[src/rtl/battery_soc_estimator_unit_macros.svh]
// Assertion macros for the battery SOC estimator.
// Each use expects clk and rst to be in scope.
`ifndef BATTERY_SOC_ESTIMATOR_UNIT_MACROS_SVH
`define BATTERY_SOC_ESTIMATOR_UNIT_MACROS_SVH
`ifndef SYNTH
`define BSOC_ASSERT(lbl, cond) \
  lbl: assert property (@(posedge clk) disable iff (rst) (cond)) \
    else $error("bsoc check failed");
`define BSOC_ASSERT_NEXT(lbl, ante, cons) \
  lbl: assert property (@(posedge clk) disable iff (rst) (ante) |=> (cons)) \
    else $error("bsoc check failed");
`else
`define BSOC_ASSERT(lbl, cond)
`define BSOC_ASSERT_NEXT(lbl, ante, cons)
`endif
`endif

[src/rtl/bsoc_pkg.sv]
// ---------------------------------------------------------------------------
// bsoc_pkg
// Shared types, curve table and codes of the battery SOC estimator.
// ---------------------------------------------------------------------------
package bsoc_pkg;
  localparam int MV_W = 14;
  localparam int NUM_SAMPLES = 5;
  localparam int CURVE_POINTS = 21;
  localparam int DIV_NUM_W = 22;
  localparam int DIV_DEN_W = 9;
  localparam int PCT_W = 7;
  localparam int SM_W = 15;

  // divide by 100 as multiply by ceil(2^29/100) then shift; exact below 2^22
  localparam int RECIP_W = 23;
  localparam int EMA_SHIFT = 29;
  localparam logic [RECIP_W-1:0] EMA_RECIP = 23'd5368710;

  // open-circuit-voltage curve, descending
  localparam logic [MV_W-1:0] CURVE_MV [0:CURVE_POINTS-1] = '{
    14'd4200, 14'd4150, 14'd4110, 14'd4080, 14'd4020, 14'd3980, 14'd3950,
    14'd3910, 14'd3870, 14'd3850, 14'd3840, 14'd3820, 14'd3800, 14'd3790,
    14'd3770, 14'd3750, 14'd3730, 14'd3710, 14'd3690, 14'd3610, 14'd3300};
  localparam logic [PCT_W-1:0] CURVE_PCT [0:CURVE_POINTS-1] = '{
    7'd100, 7'd95, 7'd90, 7'd85, 7'd80, 7'd75, 7'd70, 7'd65, 7'd60, 7'd55,
    7'd50, 7'd45, 7'd40, 7'd35, 7'd30, 7'd25, 7'd20, 7'd15, 7'd10, 7'd5, 7'd0};

  // battery state codes
  localparam logic [1:0] BS_NONE     = 2'd0;
  localparam logic [1:0] BS_IDLE     = 2'd1;
  localparam logic [1:0] BS_CHARGING = 2'd2;
  localparam logic [1:0] BS_FULL     = 2'd3;

  // register indexes
  localparam logic [2:0] REG_ALPHA    = 3'd0;
  localparam logic [2:0] REG_CHARGING = 3'd1;
  localparam logic [2:0] REG_FULL     = 3'd2;
  localparam logic [2:0] REG_PRESENT  = 3'd3;
  localparam logic [2:0] REG_RISE     = 3'd4;
  localparam logic [2:0] REG_FALL     = 3'd5;
  localparam logic [2:0] REG_FREEZE   = 3'd6;

  typedef struct packed {
    logic                 start;
    logic [DIV_NUM_W-1:0] num;
    logic [DIV_DEN_W-1:0] den;
  } div_req_t;

  typedef struct packed {
    logic                 done;
    logic [DIV_NUM_W-1:0] quo;
  } div_rsp_t;
endpackage

[src/rtl/bsoc_ram.sv]
// ---------------------------------------------------------------------------
// bsoc_ram
// Generic one-write, one-read RAM with registered read data.
// ---------------------------------------------------------------------------
module bsoc_ram #(
  parameter int WIDTH = 14,
  parameter int DEPTH = 30
) (
  input  logic                     clk,
  input  logic                     we,
  input  logic [$clog2(DEPTH)-1:0] waddr,
  input  logic [WIDTH-1:0]         wdata,
  input  logic [$clog2(DEPTH)-1:0] raddr,
  output logic [WIDTH-1:0]         rdata
);
  logic [WIDTH-1:0] mem [0:DEPTH-1];

  always_ff @(posedge clk) begin
    if (we) begin
      mem[waddr] <= wdata;
    end
    rdata <= mem[raddr];
  end
endmodule

[src/rtl/bsoc_rank_lane.sv]
// ---------------------------------------------------------------------------
// bsoc_rank_lane
// One median lane: rank of its own reading among the good readings.
// ---------------------------------------------------------------------------
module bsoc_rank_lane #(
  parameter int IDX = 0
) (
  input  logic [bsoc_pkg::NUM_SAMPLES-1:0][bsoc_pkg::MV_W-1:0] vals,
  input  logic [2:0]                                           good,
  output logic [2:0]                                           rank
);
  import bsoc_pkg::*;

  // stable ordering: ties broken by lane position
  always_comb begin
    rank = 3'd0;
    for (int j = 0; j < NUM_SAMPLES; j++) begin
      if ((3'(j) < good) && ((vals[j] < vals[IDX]) ||
          ((vals[j] == vals[IDX]) && (j < IDX)))) begin
        rank = rank + 3'd1;
      end
    end
  end
endmodule

[src/rtl/bsoc_div.sv]
// ---------------------------------------------------------------------------
// bsoc_div
// Restoring divider, one quotient bit per cycle.
// ---------------------------------------------------------------------------
module bsoc_div (
  input  logic               clk,
  input  logic               rst,
  input  bsoc_pkg::div_req_t req,
  output bsoc_pkg::div_rsp_t rsp
);
  import bsoc_pkg::*;

  localparam int CNT_W = $clog2(DIV_NUM_W);

  logic [DIV_DEN_W-1:0]         rem;
  logic [DIV_NUM_W-1:0]         quo;
  logic [DIV_DEN_W-1:0]         den;
  logic [CNT_W-1:0]             cnt;
  logic                         busy;
  logic                         done;
  logic [DIV_DEN_W:0]           rem_sh;
  logic                         ge;

  assign rem_sh = {rem, quo[DIV_NUM_W-1]};
  assign ge = rem_sh >= {1'b0, den};

  always_ff @(posedge clk) begin
    if (rst) begin
      busy <= 1'b0;
      done <= 1'b0;
    end else begin
      done <= busy && !req.start && (cnt == CNT_W'(DIV_NUM_W - 1));
      if (req.start) begin
        busy <= 1'b1;
        cnt <= '0;
        rem <= '0;
        quo <= req.num;
        den <= req.den;
      end else if (busy) begin
        quo <= {quo[DIV_NUM_W-2:0], ge};
        rem <= ge ? DIV_DEN_W'(rem_sh - {1'b0, den}) : rem_sh[DIV_DEN_W-1:0];
        cnt <= cnt + 1'b1;
        if (cnt == CNT_W'(DIV_NUM_W - 1)) begin
          busy <= 1'b0;
        end
      end
    end
  end

  assign rsp = '{done: done, quo: quo};
endmodule

[src/rtl/battery_soc_estimator_unit.sv]
// A failed reading goes from the rank state straight to output; a good one passes
// ring write, trend, segment search, the 22-bit bit-serial curve divider (most of
// its time), smoothing and freeze window; the smoothing multiply is skipped on the
// first poll after reset or a failed reading. One item at a time: the next item is
// taken the cycle after the result is loaded, later while out_stall holds it.
// Reset (rst, synchronous): registers to defaults, control state cleared;
// the trend ring is not cleared, its fill count guards every read.
// ---------------------------------------------------------------------------
// battery_soc_estimator_unit
// Median of good readings across rank lanes, trend ring, charging latch,
// OCV curve interpolation, Q7.8 moving average and freeze window.
// ---------------------------------------------------------------------------
`include "battery_soc_estimator_unit_macros.svh"
module battery_soc_estimator_unit #(
  parameter int TREND_DEPTH = 30,
  parameter int SAMPLES_PER_POLL = 5
) (
  input  logic                     clk,
  input  logic                     rst,
  // config write channel
  input  logic                     cfg_valid,
  output logic                     cfg_ready,
  input  logic [2:0]               cfg_index,
  input  logic [31:0]              cfg_data,
  // input item channel
  input  logic                     in_valid,
  output logic                     in_stall,
  input  logic [13:0]              sample_a_mv,
  input  logic [13:0]              sample_b_mv,
  input  logic [13:0]              sample_c_mv,
  input  logic [13:0]              sample_d_mv,
  input  logic [13:0]              sample_e_mv,
  input  logic [2:0]               good_count,
  input  logic [31:0]              time_ms,
  // result item channel
  output logic                     out_valid,
  input  logic                     out_stall,
  output logic                     reading_ok,
  output logic [13:0]              battery_mv,
  output logic                     charger_on,
  output logic [1:0]               battery_state,
  output logic signed [7:0]        soc_pct,
  output logic                     frozen
);
  import bsoc_pkg::*;

  localparam int HEAD_W = $clog2(TREND_DEPTH);
  localparam int FILL_W = $clog2(TREND_DEPTH + 1);

  localparam logic [3:0] S_IDLE  = 4'd0;
  localparam logic [3:0] S_RANK  = 4'd1;
  localparam logic [3:0] S_RING  = 4'd2;
  localparam logic [3:0] S_TREND = 4'd3;
  localparam logic [3:0] S_SEG   = 4'd4;
  localparam logic [3:0] S_DIV1  = 4'd5;
  localparam logic [3:0] S_EMA   = 4'd6;
  localparam logic [3:0] S_EMA2  = 4'd7;
  localparam logic [3:0] S_SCALE = 4'd8;
  localparam logic [3:0] S_FIN   = 4'd9;
  localparam logic [3:0] S_OUT   = 4'd10;

  // configuration registers
  logic [6:0]         ema_alpha_pct;
  logic [13:0]        charging_mv;
  logic [13:0]        full_mv;
  logic [13:0]        present_min_mv;
  logic [9:0]         trend_rise_mv;
  logic signed [10:0] trend_fall_mv;
  logic [31:0]        freeze_ms;

  // estimator state
  logic [3:0]         state;
  logic [HEAD_W-1:0]  ring_head;
  logic [FILL_W-1:0]  ring_fill;
  logic               charge_latch;
  logic [SM_W-1:0]    smoothed_soc;
  logic               smoothed_valid;
  logic [1:0]         last_state;
  logic               last_state_known;
  logic [31:0]        change_time;
  logic               freeze_armed;
  logic signed [7:0]  published_soc;

  // per-item working registers
  logic [NUM_SAMPLES-1:0][MV_W-1:0] smp;
  logic [2:0]         good;
  logic [31:0]        now;
  logic [MV_W-1:0]    median;
  logic [1:0]         bstate;
  logic [4:0]         seg;
  logic               seg_hit;
  logic [PCT_W-1:0]   pct;
  logic [DIV_NUM_W-1:0] prod_a;
  logic [DIV_NUM_W-1:0] prod_b;
  logic [DIV_NUM_W-1:0] ema_sum;

  // result fields waiting for the output register
  logic               res_ok;
  logic [MV_W-1:0]    res_mv;
  logic               res_chg;
  logic [1:0]         res_st;
  logic               res_frz;

  // rank lanes and median merge
  logic [NUM_SAMPLES-1:0][2:0] rank;
  logic [MV_W-1:0]    med_pick;

  // ring memory
  logic [HEAD_W-1:0]  head_inc;
  logic [MV_W-1:0]    ring_old;

  div_req_t           dreq;
  div_rsp_t           drsp;

  // combinational helpers
  logic [4:0]         seg_c;
  logic               hit_c;
  logic signed [14:0] delta;
  logic               latch_c;
  logic [SM_W-1:0]    sm_round;
  logic [PCT_W+1:0]   pct_s;
  logic [31:0]        diff;
  logic [MV_W-1:0]    lo_mv;
  logic [DIV_NUM_W+RECIP_W-1:0] ema_prod;

  assign cfg_ready = 1'b1;
  assign in_stall = (state != S_IDLE);

  // register writes; unknown indexes are dropped
  always_ff @(posedge clk) begin
    if (rst) begin
      ema_alpha_pct  <= 7'd35;
      charging_mv    <= 14'd4150;
      full_mv        <= 14'd4200;
      present_min_mv <= 14'd2500;
      trend_rise_mv  <= 10'd10;
      trend_fall_mv  <= -11'sd5;
      freeze_ms      <= 32'd60000;
    end else if (cfg_valid && cfg_ready) begin
      case (cfg_index)
        REG_ALPHA:    ema_alpha_pct  <= cfg_data[6:0];
        REG_CHARGING: charging_mv    <= cfg_data[13:0];
        REG_FULL:     full_mv        <= cfg_data[13:0];
        REG_PRESENT:  present_min_mv <= cfg_data[13:0];
        REG_RISE:     trend_rise_mv  <= cfg_data[9:0];
        REG_FALL:     trend_fall_mv  <= $signed(cfg_data[10:0]);
        REG_FREEZE:   freeze_ms      <= cfg_data;
        default: ;
      endcase
    end
  end

  for (genvar g = 0; g < NUM_SAMPLES; g++) begin : g_lane
    bsoc_rank_lane #(.IDX(g)) u_lane (
      .vals (smp),
      .good (good),
      .rank (rank[g])
    );
  end

  // the good lane whose rank is the middle one holds the median
  always_comb begin
    med_pick = '0;
    for (int k = 0; k < NUM_SAMPLES; k++) begin
      if ((3'(k) < good) && (rank[k] == (good >> 1))) begin
        med_pick = smp[k];
      end
    end
  end

  assign head_inc = (ring_head == HEAD_W'(TREND_DEPTH - 1)) ? '0 : ring_head + 1'b1;

  bsoc_ram #(.WIDTH(MV_W), .DEPTH(TREND_DEPTH)) u_ring (
    .clk   (clk),
    .we    (state == S_RING),
    .waddr (ring_head),
    .wdata (median),
    .raddr (head_inc),
    .rdata (ring_old)
  );

  bsoc_div u_div (
    .clk (clk),
    .rst (rst),
    .req (dreq),
    .rsp (drsp)
  );

  // trend against the oldest ring entry, and curve segment search
  always_comb begin
    delta = $signed({1'b0, median}) - $signed({1'b0, ring_old});
    latch_c = charge_latch;
    if (median >= charging_mv) begin
      latch_c = 1'b1;
    end else if (ring_fill >= FILL_W'(TREND_DEPTH)) begin
      if (delta >= $signed({5'd0, trend_rise_mv})) begin
        latch_c = 1'b1;
      end else if (delta <= 15'(trend_fall_mv)) begin
        latch_c = 1'b0;
      end
    end
    seg_c = '0;
    hit_c = 1'b0;
    for (int i = CURVE_POINTS - 2; i >= 0; i--) begin
      if (median >= CURVE_MV[i+1]) begin
        seg_c = 5'(i);
        hit_c = 1'b1;
      end
    end
  end

  assign lo_mv    = CURVE_MV[seg + 5'd1];
  assign sm_round = smoothed_soc + SM_W'(128);
  assign pct_s    = {2'b00, sm_round[SM_W-1:8]};
  assign diff     = now - change_time;
  // Q7.8 sum divided by 100
  assign ema_prod = ema_sum * EMA_RECIP;

  always_ff @(posedge clk) begin
    if (rst) begin
      state            <= S_IDLE;
      ring_head        <= '0;
      ring_fill        <= '0;
      charge_latch     <= 1'b0;
      smoothed_valid   <= 1'b0;
      smoothed_soc     <= '0;
      last_state       <= BS_NONE;
      last_state_known <= 1'b0;
      change_time      <= '0;
      freeze_armed     <= 1'b0;
      published_soc    <= -8'sd1;
      out_valid        <= 1'b0;
      dreq.start       <= 1'b0;
    end else begin
      // curve divide starts as the segment is resolved
      dreq.start <= (state == S_SEG);
      if (state == S_OUT && (!out_valid || !out_stall)) begin
        out_valid <= 1'b1;
      end else if (out_valid && !out_stall) begin
        out_valid <= 1'b0;
      end
      case (state)
        S_IDLE: begin
          if (in_valid && !in_stall) begin
            smp  <= {sample_e_mv, sample_d_mv, sample_c_mv, sample_b_mv, sample_a_mv};
            good <= (good_count > 3'(SAMPLES_PER_POLL)) ? 3'(SAMPLES_PER_POLL)
                                                         : good_count;
            now  <= time_ms;
            state <= S_RANK;
          end
        end
        S_RANK: begin
          if (good < 3'd3) begin
            // failed reading: drop smoothing and state memory
            smoothed_valid   <= 1'b0;
            last_state_known <= 1'b0;
            published_soc    <= -8'sd1;
            res_ok  <= 1'b0;
            res_mv  <= '0;
            res_chg <= 1'b0;
            res_st  <= BS_NONE;
            res_frz <= 1'b0;
            state <= S_OUT;
          end else begin
            median <= med_pick;
            state <= S_RING;
          end
        end
        S_RING: begin
          ring_head <= head_inc;
          if (ring_fill < FILL_W'(TREND_DEPTH)) begin
            ring_fill <= ring_fill + 1'b1;
          end
          state <= S_TREND;
        end
        S_TREND: begin
          charge_latch <= latch_c;
          if (median < present_min_mv) begin
            bstate <= BS_NONE;
          end else if (latch_c && median >= full_mv) begin
            bstate <= BS_FULL;
          end else if (latch_c) begin
            bstate <= BS_CHARGING;
          end else begin
            bstate <= BS_IDLE;
          end
          seg <= seg_c;
          seg_hit <= hit_c;
          state <= S_SEG;
        end
        S_SEG: begin
          if (median >= CURVE_MV[0]) begin
            pct <= CURVE_PCT[0];
            dreq.num <= '0;
            dreq.den <= DIV_DEN_W'(1);
          end else if (!seg_hit) begin
            pct <= CURVE_PCT[CURVE_POINTS-1];
            dreq.num <= '0;
            dreq.den <= DIV_DEN_W'(1);
          end else begin
            pct <= CURVE_PCT[seg + 5'd1];
            dreq.num <= DIV_NUM_W'((median - lo_mv) *
                                   (CURVE_PCT[seg] - CURVE_PCT[seg + 5'd1]));
            dreq.den <= DIV_DEN_W'(CURVE_MV[seg] - lo_mv);
          end
          state <= S_DIV1;
        end
        S_DIV1: begin
          if (drsp.done) begin
            pct <= pct + drsp.quo[PCT_W-1:0];
            state <= S_EMA;
          end
        end
        S_EMA: begin
          if (!smoothed_valid) begin
            smoothed_soc <= {pct, 8'd0};
            smoothed_valid <= 1'b1;
            state <= S_FIN;
          end else begin
            prod_a <= DIV_NUM_W'(((ema_alpha_pct > 7'd100) ? 7'd100 : ema_alpha_pct)
                                 * {pct, 8'd0});
            prod_b <= DIV_NUM_W'((7'd100 - ((ema_alpha_pct > 7'd100) ? 7'd100
                                 : ema_alpha_pct)) * smoothed_soc);
            state <= S_EMA2;
          end
        end
        S_EMA2: begin
          ema_sum <= prod_a + prod_b + DIV_NUM_W'(50);
          state <= S_SCALE;
        end
        S_SCALE: begin
          smoothed_soc <= ema_prod[EMA_SHIFT+SM_W-1:EMA_SHIFT];
          state <= S_FIN;
        end
        S_FIN: begin
          // freeze window; a fresh change restarts it at this poll's time
          last_state <= bstate;
          last_state_known <= 1'b1;
          res_ok  <= 1'b1;
          res_mv  <= median;
          res_chg <= charge_latch;
          res_st  <= bstate;
          if (last_state_known && bstate != last_state) begin
            change_time <= now;
            res_frz <= (freeze_ms != 32'd0);
            freeze_armed <= (freeze_ms != 32'd0);
            if (freeze_ms == 32'd0) begin
              published_soc <= (median >= full_mv || pct_s > 9'd100) ? 8'sd100
                                                                     : 8'(pct_s);
            end
          end else if (freeze_armed && diff < freeze_ms) begin
            res_frz <= 1'b1;
          end else begin
            res_frz <= 1'b0;
            freeze_armed <= 1'b0;
            published_soc <= (median >= full_mv || pct_s > 9'd100) ? 8'sd100
                                                                   : 8'(pct_s);
          end
          state <= S_OUT;
        end
        S_OUT: begin
          // load the output register once the previous result has left
          if (!out_valid || !out_stall) begin
            reading_ok    <= res_ok;
            battery_mv    <= res_mv;
            charger_on    <= res_chg;
            battery_state <= res_st;
            soc_pct       <= published_soc;
            frozen        <= res_frz;
            state <= S_IDLE;
          end
        end
        default: state <= S_IDLE;
      endcase
    end
  end

  `BSOC_ASSERT(a_fill_bound, ring_fill <= FILL_W'(TREND_DEPTH))
  `BSOC_ASSERT(a_head_bound, ring_head <= HEAD_W'(TREND_DEPTH - 1))
  `BSOC_ASSERT(a_fail_result, !(out_valid && !reading_ok) || (soc_pct == -8'sd1 && !frozen))
  `BSOC_ASSERT(a_frozen_ok, !(out_valid && frozen) || reading_ok)
  `BSOC_ASSERT_NEXT(a_div_busy, dreq.start, state == S_DIV1)
endmodule

[config.mk]
export PLATFORM = sky130hd
export DESIGN_NAME = battery_soc_estimator_unit
export DESIGN_NICKNAME = d
export VERILOG_FILES = /design/src/rtl/bsoc_pkg.sv /design/src/rtl/bsoc_ram.sv /design/src/rtl/bsoc_rank_lane.sv /design/src/rtl/bsoc_div.sv /design/src/rtl/battery_soc_estimator_unit.sv
export VERILOG_INCLUDE_DIRS = /design/src /design/src/rtl
export SDC_FILE = /design/constraint.sdc
export NUM_CORES = 2
export LEC_CHECK = 0
export BUFFER_PORTS_ARGS = -buffer_cell sky130_fd_sc_hd__buf_4
export CAP_MARGIN = 20
export CORE_MARGIN = 2
export CORE_UTILIZATION = 60
export DETAILED_ROUTE_END_ITERATION = 7
export HOLD_SLACK_MARGIN = 0.06
export PLACE_DENSITY = 0.77
export SLEW_MARGIN = 40
export SYNTH_ARGS = -nofsm -noshare
export SYNTH_HDL_FRONTEND = slang
export SYNTH_SLANG_ARGS = --single-unit
[constraint.sdc]
create_clock -name clk -period 14.3 [get_ports clk]
set_clock_uncertainty 0.1 [all_clocks]
set_input_delay 2.86 -clock clk [delete_from_list [all_inputs] [get_ports clk]]
set_output_delay 2.86 -clock clk [all_outputs]
set_load 0.01 [all_outputs]
==> metrics.md <==
| Metric | Value |
|---|---|
| Worst-path clk slew | `approximately 60 ps` |
| Residual antenna-violating net count after detailed routing | `0` |
| Result of the run | `finished, final reports clean` |
| CP max-delay cell | `sky130_fd_sc_hd__edfxtp_1` |
| Setup violation total in the final timing report | `0` |
| Via count | `46500` |
| Crit Reg-Reg Startpoint | `seg[0]$_SDFFCE_PP0P_` |
| Sequential area share after synthesis | `39.93%` |
| Commonest cells after routing, fill and taps aside | `791 x sky130_fd_sc_hd__inv_1, 734 x sky130_fd_sc_hd__edfxtp_1, 726 x sky130_fd_sc_hd__ha_1` |
| Max-capacitance violation count | `0` |
| Worst-path fanout max | `15` |
| Core Region | `107200 sq um` |
| Hold Crit Depth | `0` |
| Mapped Area | `64980 sq um` |
| Synth Warn # | `0` |
| Final-report hold violation count | `0` |
| Gate Count Post-Synth | `6011` |
| Effective utilization at floorplan | `60.61%` |
| Sinks on the clock net | `929` |
| Class of the tightest hold or removal check | `flip-flop to flip-flop` |
| Endpoint arrival time on the critical path | `10290 ps` |
| Wire length of the first global-routing pass | `262800 um` |
| Final count of pins violating max slew | `0` |
| Placement Rows | `120` |
| Share of the core filled with cells | `66.60%` |
| Worst Path Required | `~15000 ps` |
| Capturing element type of the critical path | `flip-flop` |
| Static leakage | `29.55 nW` |
| Type of element launching the critical path | `flip-flop` |
| Synthesized area per cell | `roughly 11 sq um` |
| Standard cell area after detailed placement | `68250 sq um` |
| Maximum clock frequency | `0.1002 GHz` |
| Share of synthesized cell area in full adder, half adder and majority cells | `25.75%` |
| Final-stage net count | `7444` |
| Unrepaired setup endpoints after global routing | `no` |
| Die ar. | `approximately 110000 sq um` |
| Buffer count from post-CTS setup fixing | `0` |
| Final Wtd Congestion | `0.9298` |
| Largest stage delay on the critical path | `740 ps` |
| Setup TNS | `0 ps` |
| Top cell family by delay on the critical path | `adder cells` |
| Register-to-Register Setup Slack | `4320 ps` |
| Detailed-router iteration count before antenna repair | `8` |
| Synthesized-area fraction occupied by ao, oa, aoi and oai cells | `between 10 and 15%` |
| Height of the die | `333.1 um` |
| Largest family of logic cells by synthesized area | `adder cells` |
| Number of enable-type register cells in the synthesized netlist | `around 730` |
| R2r endpoint | `dreq[30]$_SDFFCE_PP0P_` |
| DRC violation total after the first TritonRoute iteration | `4455` |
| XOR/XNOR share of the synthesized area | `~2.4%` |
| Remaining DRCs | `0` |
| All-Layer GR Usage | `30.32%` |
| Number of levels the H-tree was split into | `3` |
| Tightest Pin Transition | `~900 ps` |
| P per Cell Area | `between 100 and 150 nW/um^2` |
| IR Drop Worst-Case VDD | `roughly 0.00028 V` |
| Antenna violations before repair | `8` |
| Average detailed-routed wire length per instance | `21.80 um` |
| Area overhead of the layout relative to synthesis | `9.880%` |
| Mux contribution to synthesized area | `3.387%` |
| Library cells used by synthesis | `111` |
| Share of synthesized flip-flops with an asynchronous set or reset | `0%` |
| Vias per cell | `6.057` |
| Endpoint of the worst hold-timing path | `u_div.den[0]$_DFFE_PP_` |
| Boundary pin count | `175` |
| Vias in the first global route | `47200` |
| Post-route minimum period | `9979 ps` |
| Number of flip-flops and latches in the synthesized netlist | `roughly 930` |
| Depth of the worst register-to-register path | `29` |
| Horizontal extent of the die | `333.1 um` |
| Clock tree from TritonCTS | `yes` |
| Layout cell share with drive strength beyond 1 | `9.791%` |
| Most frequent standard cell in the layout excluding fill and tap cells | `sky130_fd_sc_hd__inv_1` |
| Primary flip-flop cell chosen by synthesis mapping | `sky130_fd_sc_hd__edfxtp_1` |
| Pin count of the biggest net entering global routing | `86` |
| CTS Buf Count | `94` |
| Min Hold Slack | `291.1 ps` |
| Worst slew margin relative to its limit | `around 39%` |
| Final cycle utilization of the critical path | `69.78%` |
| Power after layout | `8.079 mW` |
| Number of input and output port buffers inserted | `173` |
| Dpl hpwl | `121700 um` |
| Gates resized, CTS repair | `0` |
| Design area | `between 70000 and 80000 sq um` |
| Wire length reported by the detailed router | `167400 um` |
| Buffer cell driving the clock tree root | `sky130_fd_sc_hd__clkbuf_16` |
| Post-synthesis simple-gate area fraction | `11.06%` |
| Later-pin clock latency in the skew report | `around 700 ps` |
| Startpoint of the tightest hold check path | `dreq[0]$_SDFFCE_PP1P_` |
| Count of hold buffers inserted by post-cts repair | `0` |
| Crit Path Category | `flip-flop to flip-flop` |
| Overflow left after global routing | `0` |
| Worst Path Buf+Inv | `3` |
| Number of buffers between clock root and the deepest sink | `3` |
==> routing by layer <==
layer  vias up  global-route usage, %  part of all wire, %
met3       427                  4.454                  7.0
met5         -                      0                0.032
met2      1821                  50.53                   48
met4         8                  12.47                  4.4
met1     22760                  39.91                   41
li1      21490                      -                    -
==> worst reg2reg max path: cells and delay by family, from the launching register on <==
family / cells / cell delay, ps
fa+ha+maj: 7 / 3300
compound gates: 12 / 3130
simple gates: 5 / 1510
flops: 1 / 740
xor+xnor: 1 / 670
buf+inv: 3 / 150
mux: 1 / 70
==> layout make-up <==
class | count | area [sq um]
Inverter | 795 | 2984
Sequential cell | 929 | 25950
Tap cell | 1403 | 1755
Clock buffer | 125 | 2576
Timing Repair Buffer | 267 | 2073
Clock inverter | 51 | 519.2
Multi-Input combinational cell | 4104 | 35540
Antenna cell | 3 | 7.507
Fill cell | 8168 | 35800
==> metrics by stage <==
step / setup slack (ps) / std cells
after floorplan: 2435 / 6025
after global placement: 4882 / 7489
after detailed placement: 4650 / 7497
after CTS: 4508 / 7673
after global routing: 3808 / 7677
final: 4321 / 7677
==> power breakdown <==
part / internal (mW) / total, mW / switching [mW]
clock network: 1.38 / 2.47 / 1.09
logic: 1.07 / 2.57 / 1.51
registers: 2.99 / 3.04 / 0.0505
==> kinds of logic after synthesis <==
logic type	after synthesis
and+or+nand+nor	1516
muxes	142
xor gates and xnor gates	178
adders and majority gates	1109
buffers and inverters	992
DFF	929
AOI/OAI and AO/OA	1143
other	2
==> synth_stat cells (87+ instances only) <==
cell type                  instances  area (sq um)
sky130_fd_sc_hd__edfxtp_1        734         22040
sky130_fd_sc_hd__xnor2_1         115          1007
sky130_fd_sc_hd__a21oi_1         368          1842
sky130_fd_sc_hd__fa_1            381          7627
sky130_fd_sc_hd__a21o_1           87         653.1
sky130_fd_sc_hd__nor2_1          357          1340
sky130_fd_sc_hd__nand2_1         533          2001
sky130_fd_sc_hd__ha_1            727          9096
sky130_fd_sc_hd__o21ai_0         199         996.0
sky130_fd_sc_hd__inv_1           791          2969
sky130_fd_sc_hd__dfxtp_1         195          3904
sky130_fd_sc_hd__and2_1          138         863.3
sky130_fd_sc_hd__clkbuf_1        160         600.6
==> how the worst max path moves through the flow <==
stage | endpoint | startpoint | slack, ps | depth (start not counted)
global route | dreq[30]$_SDFFCE_PP0P_ | seg[0]$_SDFFCE_PP0P_ | 3810 | 30
global placement | dreq[30]$_SDFFCE_PP0P_ | seg[0]$_SDFFCE_PP0P_ | 4880 | 29
CTS | dreq[29]$_SDFFCE_PP0P_ | seg[0]$_SDFFCE_PP0P_ | 4510 | 29
finish | dreq[30]$_SDFFCE_PP0P_ | seg[0]$_SDFFCE_PP0P_ | 4320 | 29
detailed placement | dreq[29]$_SDFFCE_PP0P_ | seg[0]$_SDFFCE_PP0P_ | 4650 | 29
floorplan | good[0]$_SDFFCE_PN1P_ | rst | 2430 | 4
==> registers in the layout, indices dropped and copies added, names as in the netlist, 14 cells and up <==
register and count:
prod_b 22, change_time 32, now 32, full_mv 14, res_mv 14, u_ring.mem 420
battery_mv 14, charging_mv 14, freeze_ms 32, u_ring.rdata 14, dreq 32, prod_a 14
smp 70, smoothed_soc 15, ema_sum 22, present_min_mv 14, median 14, u_div.quo 22
No activity file was read; power rests on OpenSTA's default activity.
